--- src/rtl/gpbs_pkg.sv ---
// shared types, constants and codes for the gated point bin statistics block
package gpbs_pkg;

  // binning geometry and counter size
  localparam int NUM_BINS     = 100;
  localparam int BIN_WIDTH_MM = 100;
  localparam int COUNT_BITS   = 16;

  localparam int BIN_IDX_W = $clog2(NUM_BINS + 1);
  localparam int RAM_AW    = $clog2(NUM_BINS);

  // reciprocal of the bin width for the bin index estimate
  localparam int RECIP_SHIFT = 24;
  localparam int RECIP_W     = RECIP_SHIFT + 1;
  localparam logic [RECIP_W-1:0] BIN_RECIP = RECIP_W'((1 << RECIP_SHIFT) / BIN_WIDTH_MM);
  localparam int QEST_W = 15;
  localparam int REM_W  = 28;

  // rounded fit error width
  localparam int ERR_W = 22;

  localparam logic [COUNT_BITS-1:0] COUNT_MAX = '1;

  // result status codes
  localparam logic [1:0] ST_REJECT = 2'd0;
  localparam logic [1:0] ST_BINNED = 2'd1;
  localparam logic [1:0] ST_TOTAL  = 2'd2;
  localparam logic [1:0] ST_READ   = 2'd3;

  // configuration register indexes
  localparam int CFG_IDX_W = 3;
  localparam logic [CFG_IDX_W-1:0] CFG_Y_LIMIT   = 3'd0;
  localparam logic [CFG_IDX_W-1:0] CFG_Z_LIMIT   = 3'd1;
  localparam logic [CFG_IDX_W-1:0] CFG_X_NEAR    = 3'd2;
  localparam logic [CFG_IDX_W-1:0] CFG_X_FAR     = 3'd3;
  localparam logic [CFG_IDX_W-1:0] CFG_FIT_ICPT  = 3'd4;
  localparam logic [CFG_IDX_W-1:0] CFG_FIT_SLOPE = 3'd5;

  // configuration reset values
  localparam logic [14:0] Y_LIMIT_RST = 15'd50;
  localparam logic [15:0] Z_LIMIT_RST = 16'd500;
  localparam logic [15:0] X_NEAR_RST  = 16'd0;
  localparam logic [15:0] X_FAR_RST   = 16'd10000;
  localparam logic [15:0] FIT_RST     = 16'd0;

  // one store entry: a bin or the totals
  typedef struct packed {
    logic [COUNT_BITS-1:0] count;
    logic [39:0]           sum_x;
    logic [39:0]           sum_y;
    logic [39:0]           sum_z;
    logic [31:0]           sum_int;
    logic [39:0]           sum_err;
    logic [47:0]           sum_zz;
    logic [47:0]           sum_xx;
    logic [47:0]           sum_xz;
  } entry_t;

  // captured request
  typedef struct packed {
    logic        mode;
    logic [15:0] pos_x;
    logic [15:0] pos_y;
    logic [15:0] pos_z;
    logic [7:0]  intensity;
    logic [6:0]  read_index;
  } req_t;

  // configuration registers
  typedef struct packed {
    logic [14:0] y_limit;
    logic [15:0] z_limit;
    logic [15:0] x_near;
    logic [15:0] x_far;
    logic [15:0] fit_intercept;
    logic [15:0] fit_slope;
  } cfg_t;

  // stage enables from the sequencer to the point datapath
  typedef struct packed {
    logic prod;
    logic bin;
    logic err;
  } stage_en_t;

  // per point terms handed to the update step
  typedef struct packed {
    logic                 gated;
    logic                 has_bin;
    logic [BIN_IDX_W-1:0] bin;
    logic [31:0]          xx;
    logic [31:0]          zz;
    logic [31:0]          xz;
    logic [ERR_W-1:0]     err;
  } pt_t;

endpackage

--- src/rtl/gpbs_point_calc.sv ---
// point datapath: gate, products, bin index and rounded fit error over three steps
module gpbs_point_calc (
  input  logic                clk,
  input  gpbs_pkg::stage_en_t en,
  input  gpbs_pkg::req_t      req,
  input  gpbs_pkg::cfg_t      cfg,
  output gpbs_pkg::pt_t       pt
);

  logic                          gated_r;
  logic [31:0]                   xx_r;
  logic [31:0]                   zz_r;
  logic [31:0]                   xz_r;
  logic signed [31:0]            fsx_r;
  logic [gpbs_pkg::QEST_W-1:0]   q_est_r;
  logic                          has_bin_r;
  logic [gpbs_pkg::BIN_IDX_W-1:0] bin_r;
  logic signed [33:0]            d_r;
  logic [gpbs_pkg::ERR_W-1:0]    err_r;

  logic signed [16:0]            y_ext;
  logic signed [16:0]            ylim_ext;
  logic                          gate_c;
  logic signed [31:0]            xx_s;
  logic signed [31:0]            zz_s;
  logic signed [31:0]            xz_s;
  logic signed [31:0]            fsx_s;
  logic [39:0]                   qprod;

  logic [gpbs_pkg::REM_W-1:0]    qw;
  logic [gpbs_pkg::REM_W-1:0]    rem;
  logic [gpbs_pkg::REM_W-1:0]    rem_fix;
  logic [15:0]                   q_fix;
  logic                          has_bin_c;
  logic signed [16:0]            zdiff;
  logic signed [33:0]            d_c;

  logic [33:0]                   mag;
  logic [33:0]                   rnd;

  // box gate
  always_comb begin
    y_ext    = $signed({req.pos_y[15], req.pos_y});
    ylim_ext = $signed({2'b00, cfg.y_limit});
    gate_c   = (y_ext > -ylim_ext) && (y_ext < ylim_ext) && (req.pos_y != 16'd0) &&
               (req.pos_z != 16'd0) && ($signed(req.pos_z) < $signed(cfg.z_limit)) &&
               ($signed(req.pos_x) > $signed(cfg.x_near)) &&
               ($signed(req.pos_x) < $signed(cfg.x_far));
  end

  // products and bin quotient estimate
  assign xx_s  = $signed(req.pos_x) * $signed(req.pos_x);
  assign zz_s  = $signed(req.pos_z) * $signed(req.pos_z);
  assign xz_s  = $signed(req.pos_x) * $signed(req.pos_z);
  assign fsx_s = $signed(cfg.fit_slope) * $signed(req.pos_x);
  assign qprod = 40'(req.pos_x[14:0]) * 40'(gpbs_pkg::BIN_RECIP);

  always_ff @(posedge clk) begin
    if (en.prod) begin
      gated_r <= gate_c;
      xx_r    <= xx_s;
      zz_r    <= zz_s;
      xz_r    <= xz_s;
      fsx_r   <= fsx_s;
      q_est_r <= qprod[gpbs_pkg::RECIP_SHIFT +: gpbs_pkg::QEST_W];
    end
  end

  // quotient correction and signed distance to the reference line
  always_comb begin
    qw  = gpbs_pkg::REM_W'(q_est_r) * gpbs_pkg::REM_W'(gpbs_pkg::BIN_WIDTH_MM);
    rem = gpbs_pkg::REM_W'(req.pos_x[14:0]) - qw;
    if (rem >= gpbs_pkg::REM_W'(gpbs_pkg::BIN_WIDTH_MM)) begin
      q_fix   = 16'(q_est_r) + 16'd1;
      rem_fix = rem - gpbs_pkg::REM_W'(gpbs_pkg::BIN_WIDTH_MM);
    end else begin
      q_fix   = 16'(q_est_r);
      rem_fix = rem;
    end
    has_bin_c = !req.pos_x[15] && (req.pos_x != 16'd0) && (rem_fix != '0) &&
                (q_fix < 16'(gpbs_pkg::NUM_BINS));
    zdiff = $signed({req.pos_z[15], req.pos_z}) -
            $signed({cfg.fit_intercept[15], cfg.fit_intercept});
    d_c   = $signed({{5{zdiff[16]}}, zdiff, 12'd0}) - $signed({{2{fsx_r[31]}}, fsx_r});
  end

  always_ff @(posedge clk) begin
    if (en.bin) begin
      has_bin_r <= has_bin_c;
      bin_r     <= q_fix[gpbs_pkg::BIN_IDX_W-1:0];
      d_r       <= d_c;
    end
  end

  // absolute error rounded to mm
  assign mag = d_r[33] ? (34'd0 - d_r) : d_r;
  assign rnd = mag + 34'd2048;

  always_ff @(posedge clk) begin
    if (en.err) begin
      err_r <= rnd[12 +: gpbs_pkg::ERR_W];
    end
  end

  always_comb begin
    pt.gated   = gated_r;
    pt.has_bin = has_bin_r;
    pt.bin     = bin_r;
    pt.xx      = xx_r;
    pt.zz      = zz_r;
    pt.xz      = xz_r;
    pt.err     = err_r;
  end

endmodule

--- config.mk ---
export PLATFORM = sky130hd
export DESIGN_NAME = gpbs_point_calc
export DESIGN_NICKNAME = d
export VERILOG_FILES = /design/src/rtl/gpbs_pkg.sv /design/src/rtl/gpbs_point_calc.sv
export SDC_FILE = /design/constraint.sdc
export NUM_CORES = 2
export LEC_CHECK = 0
export BUFFER_PORTS_ARGS = -buffer_cell sky130_fd_sc_hd__buf_4
export CAP_MARGIN = 20
export CORE_MARGIN = 5
export CORE_UTILIZATION = 62
export CTS_BUF_LIST = sky130_fd_sc_hd__clkbuf_4 sky130_fd_sc_hd__clkbuf_8
export CTS_CLUSTER_DIAMETER = 150
export DETAILED_ROUTE_END_ITERATION = 8
export PLACE_DENSITY = 0.92
export RECOVER_POWER = 25
export REMOVE_ABC_BUFFERS = 1
export SYNTH_ARGS = -nofsm -noshare
export SYNTH_HDL_FRONTEND = slang
export SYNTH_SLANG_ARGS = --single-unit
--- constraint.sdc ---
create_clock -name clk -period 7.8 [get_ports clk]
set_input_delay 0.39 -clock clk [delete_from_list [all_inputs] [get_ports clk]]
set_output_delay 0.39 -clock clk [all_outputs]
set_load 0.05 [all_outputs]
# After elaboration in Yosys (flattened, before gate mapping)
# Cells that the tools add are included.
dict set report op_classes {
  n_addsub 8
  mul 6
  n_div 0
  order_cmp 7
  n_eq_ne 0
  shifts 0
  n_mux 3
  bitwise_logic 0
  n_reduce_logical 14
}
# op count
set op_table {}
lappend op_table {{$mul 16x16->32} 4}
lappend op_table {{$lt 16x16->1} 3}
lappend op_table {{$reduce_bool 16->1} 3}
lappend op_table {{$add 34x12->34 const B} 1}
lappend op_table {{$mux 34} 1}
lappend op_table {{$sub 1x34->34 const A} 1}
lappend op_table {{$sub 29x32->33} 1}
lappend op_table {{$mul 15x16->31 const B} 1}
lappend op_table {{$ge 28x7->1 const B} 1}
lappend op_table {{$mux 28} 1}
lappend op_table {{$reduce_bool 28->1} 1}
lappend op_table {{$sub 17x8->18 const B} 1}
lappend op_table {{$gt 16x17->1} 1}
lappend op_table {{$neg 15->17} 1}
lappend op_table {{$sub 15x16->17} 1}
lappend op_table {{$sub 16x16->17} 1}
lappend op_table {{$gt 16x16->1} 1}
lappend op_table {{$lt 16x7->1 const B} 1}
lappend op_table {{$mul 9x5->14 const B} 1}
lappend op_table {{$add 9x1->10 const B} 1}
lappend op_table {{$mux 10} 1}
lappend op_table {{$logic_and 1x1->1} 9}
lappend op_table {{$logic_not 1->1} 1}
dict set report totals {
  register_bits 202
  latch_bits 0
  ram_bits 0
  romBits 0
  input_bits 163
  n_memories 0
}

# Depth between registers and ports, before layout
dict set report depth {
  depth_word 8
  depth_mapped 28
}

# Worst setup path after synthesis
# OpenSTA, ideal clock, no wires.
dict set report synth_timing {
  path_type {input-to-reg}
  from {in req[53] (netlist name)}
  to {reg fsx_r[25], data pin}
  setup_ps 260
  arrival_time_ps 6561
  t_required_ps 7540
  path_slack_ps 979
  path_stages 26
  n_path_buf 2
  path_cell_list {clkbuf_1 -> clkbuf_1 -> nand2_1 -> fa_1 -> inv_1 -> fa_1 -> inv_1 -> fa_1 -> inv_1 -> fa_1 -> inv_1 -> fa_1 -> inv_1 -> fa_1 -> ha_1 -> and3_1 -> a221o_1 -> a21o_1 -> a31oi_1 -> o21ba_2 -> o21ai_1 -> a21oi_1 -> nor2b_1 -> o21a_1 -> o41a_1 -> xor2_1}
}
dict set report synth_between {
  elab_chain_cells 1
}
# element line_no
set synth_lines {}
lappend synth_lines {{start, declared} gpbs_point_calc.sv:5} ;# input gpbs_pkg::req_t req,
lappend synth_lines {{$mul 16x16->32} gpbs_point_calc.sv:55} ;# assign fsx_s = $signed(cfg.fit_slope) * $signed(req.pos_x);
lappend synth_lines {{named net fsx_s[25]} gpbs_point_calc.sv:27} ;# logic signed [31:0] fsx_s;
lappend synth_lines {{end signal, assigned} gpbs_point_calc.sv:64} ;# fsx_r <= fsx_s;
lappend synth_lines {{end, declared} gpbs_point_calc.sv:14} ;# logic signed [31:0] fsx_r;
# The timed path passes the listed nets, and every way through them passes these cells.
# A chain may end at the register's enable or synchronous reset.

# Final worst setup path
dict set report layout_timing {
  from {in req[22] (netlist name)}
  to {reg zz_r[31], data pin}
}
dict set report layout_between {
  elab_chain_cells 1
}
# element line_no
set layout_lines {}
lappend layout_lines {{$mul 16x16->32} gpbs_point_calc.sv:53} ;# assign zz_s = $signed(req.pos_z) * $signed(req.pos_z);
lappend layout_lines {{named net zz_s[31]} gpbs_point_calc.sv:25} ;# logic signed [31:0] zz_s;
lappend layout_lines {{end signal, assigned} gpbs_point_calc.sv:62} ;# zz_r <= zz_s;
lappend layout_lines {{end, declared} gpbs_point_calc.sv:12} ;# logic [31:0] zz_r;
# The timed path passes the listed nets, and every way through them passes these cells.

==> metrics <==
Yosys reg bits=approximately 200; most instantiated cells after synthesis=1,420 x inv_1, 1,089 x fa_1, 628 x ha_1; GRT Util Overall=31.8%; minimum clock period=between 6 and 7 ns; later-pin clock latency in the skew report=around 0.66 ns; Critical Path RT=between 8 and 9 ns; Layout Cells excl Fill=just under 7,000; Min-Delay Startpoint=cfg[0]; Placement Cell Area=0.0568 sq mm; CP arrival=7.34 ns; die height=between 300 and 400 um; Vias=around 40,000; Placement Rows=107; die area=0.0921 sq mm; Worst setup SP type=primary input; CTS tree=yes; Final #Nets=approximately 7,700; Post-Synthesis Cell Area=between 0.05 and 0.06 sq mm; Routed Antenna Nets=0; sequential area share after synthesis=between 10 and 15%; status=finished, violations left; Rel. slew slack=-200%; DRT Pass-1 Iters=9; top-count cell post-synth=inv_1; Post-Syn Instances=between 5,000 and 6,000; Register-to-Register Path Depth=19; Final Cycle Share=around nine tenths; share of cells above drive strength 1=under 10%; clk_skew=approximately 0.046 ns; GP Congestion=roughly 0.95; crit end category=register; setup TNS=0 ns; Detail Placement HPWL=about 110,000 um; Critical R2R Launch=q_est_r[2]$_DFFE_PP_; final setup vio count=0; post-cts sizing count=0; max cap viols=2; GR Overflow Total=0; Die X=approximately 300 um; clock buffer depth=2; final WL=between 100,000 and 150,000 um; Async SR Flop Fraction=0%; failing checks=capacitance limit, slew limit; Via density=just under 6; Ports=just under 300; clk root buf=clkbuf_8; post-route cell area=between 0.05 and 0.06 sq mm; CTS Buf Count=17; first-pass GRT wire length=around 230,000 um; clk slew on worst S/H paths=between 0.1 and 0.15 ns; largest net degree at the start of global routing=74; wire per inst=20.3 um; syn avg cell area=~9.6 sq um; slew of the pin with the lowest slew margin=around 4.5 ns; top-area cell type share of the netlist area=slightly above 40%; clk sinks=roughly 200; HP Class=in2reg; Hold Path Sink=fsx_r[0]$_DFFE_PP_; FMAX=around 140 MHz; Main synth FF type=edfxtp_1; CP Max Fanout=29; WHS Path Cells=2; leading area contributor after synthesis=fa_1; Core ar.=around 0.085 sq mm; max-slew violation count=~120; H-tree lvl count=4; internal reg-to-reg setup slack=around 1.8 ns; cts hold-fix bufs=0; Synth area leaders=fa_1 41%, ha_1 15%, edfxtp_1 11%; placed cells=around 7,000; Layout area overhead=7.21%; Port Buffers=approximately 270; initial DRC count=3,276; Cell variety after synth=89; vias in the first global route=~45,000; antenna violations before repair=3; Post CTS Setup Buffer Count=0; Hold Fails Final Rpt=0; worst reg2reg path endpoint=has_bin_r$_DFFE_PP_; Initial Util=a little over three fifths; crit path kind=in2reg; RSZ-0062 raised after global routing=false; Post-synth EDFFs=about 200; yosys warns=0; Post-route DRC=0
## logic make-up after synthesis
kind of cell | Yosys count | share of synthesized area (%)
buf+inv | 1595 | 11.3
fa+ha+maj | 1718 | 55.5
simple gates | 1301 | 11.6
mux | 6 | 0.119
xor+xnor | 269 | 4.41
flops | 199 | 11.2
other cells | 1 | 0.00702
compound gates | 490 | 5.85
## critical path, stage by stage
cell and delay (ns):
buf_4 0.37, clkinv_1 0.52, nor2_1 0.37, fa_1 0.49
fa_1 0.52, inv_1 0.06, fa_1 0.46, fa_1 0.49
fa_1 0.49, inv_1 0.05, fa_1 0.43, ha_1 0.38
nand3_1 0.15, nor2_1 0.17, nand2_1 0.07, a211oi_1 0.45
o2111ai_1 0.29, a31oi_1 0.32, o21ai_0 0.19, a21boi_0 0.32
o21a_1 0.16, nor2_1 0.06, xnor2_1 0.12
## routing by layer
layer / wire length [um] / track usage [%] / part of all wire [%]
met4: 10400 / 19.6 / 7.4
met1: 47900 / 36.8 / 34
met5: 13 / 0 / 0.0093
met3: 14400 / 8.14 / 10
met2: 67900 / 53.2 / 48
## cells in the final DEF, fill, tap and decap left out, drive strengths merged, types with 9 or more instances in the layout
cell / synthesis / routed
inv: 1423 / 1431
fa: 1089 / 1089
ha: 628 / 628
nand2: 524 / 524
buf: 19 / 337
nor2: 250 / 250
xnor2: 203 / 203
and2: 201 / 201
edfxtp: 199 / 199
a21oi: 159 / 159
o21ai: 96 / 96
xor2: 66 / 66
a21o: 65 / 65
nand2b: 56 / 56
nor3: 50 / 50
nand3: 46 / 46
o21a: 34 / 34
nor2b: 34 / 34
and3: 31 / 31
nor4: 30 / 30
nand4: 26 / 26
a31oi: 22 / 22
clkbuf: 149 / 22
o21bai: 19 / 19
or2: 13 / 13
or3: 11 / 11
a211oi: 11 / 11
clkinv: 4 / 10
o211ai: 9 / 9
## state kept, by name (all words and copies together), names as in the netlist
register   cells
bin_r          7
fsx_r         32
xz_r          32
err_r         22
d_r           33
gated_r        1
q_est_r        9
has_bin_r      1
xx_r          31
zz_r          31
## area by class of cell
class | count | area [sq um]
Multi-Input combinational cell | 3787 | 41400
Fill cell | 5882 | 28100
Sequential cell | 199 | 5980
Inverter | 1427 | 5360
Timing Repair Buffer | 342 | 2600
Tap cell | 1144 | 1430
Clock buffer | 17 | 234
Clock inverter | 15 | 231
Antenna cell | 3 | 7.51
## stage by stage
stage / hold slack, ns / utilization [%] / setup WS [ns]
2_1_floorplan: 0.489 / - / 1.39
3_3_place_gp: 0.534 / 66.5 / 0.616
3_5_place_dp: 0.550 / 66.5 / 0.352
4_1_cts: 0.0713 / 67.1 / 1.05
5_1_grt: 0.202 / 67.1 / 0.629
6_report: 0.230 / 67.1 / 0.858
## worst max path at each step
stage,start,endpoint,slack [ns],depth (start not counted)
floorplan,req[52],xx_r[30]$_DFFE_PP_,1.39,24
global placement,req[55],xx_r[30]$_DFFE_PP_,0.62,25
detailed placement,req[22],zz_r[31]$_DFFE_PP_,0.35,23
CTS,req[22],zz_r[31]$_DFFE_PP_,1.05,23
global route,req[22],zz_r[31]$_DFFE_PP_,0.63,23
finish,req[22],zz_r[31]$_DFFE_PP_,0.86,23
Power is left out: the tool's default activity adds up to more than one toggle a clock period on the data nets, which glitch-free logic cannot reach.
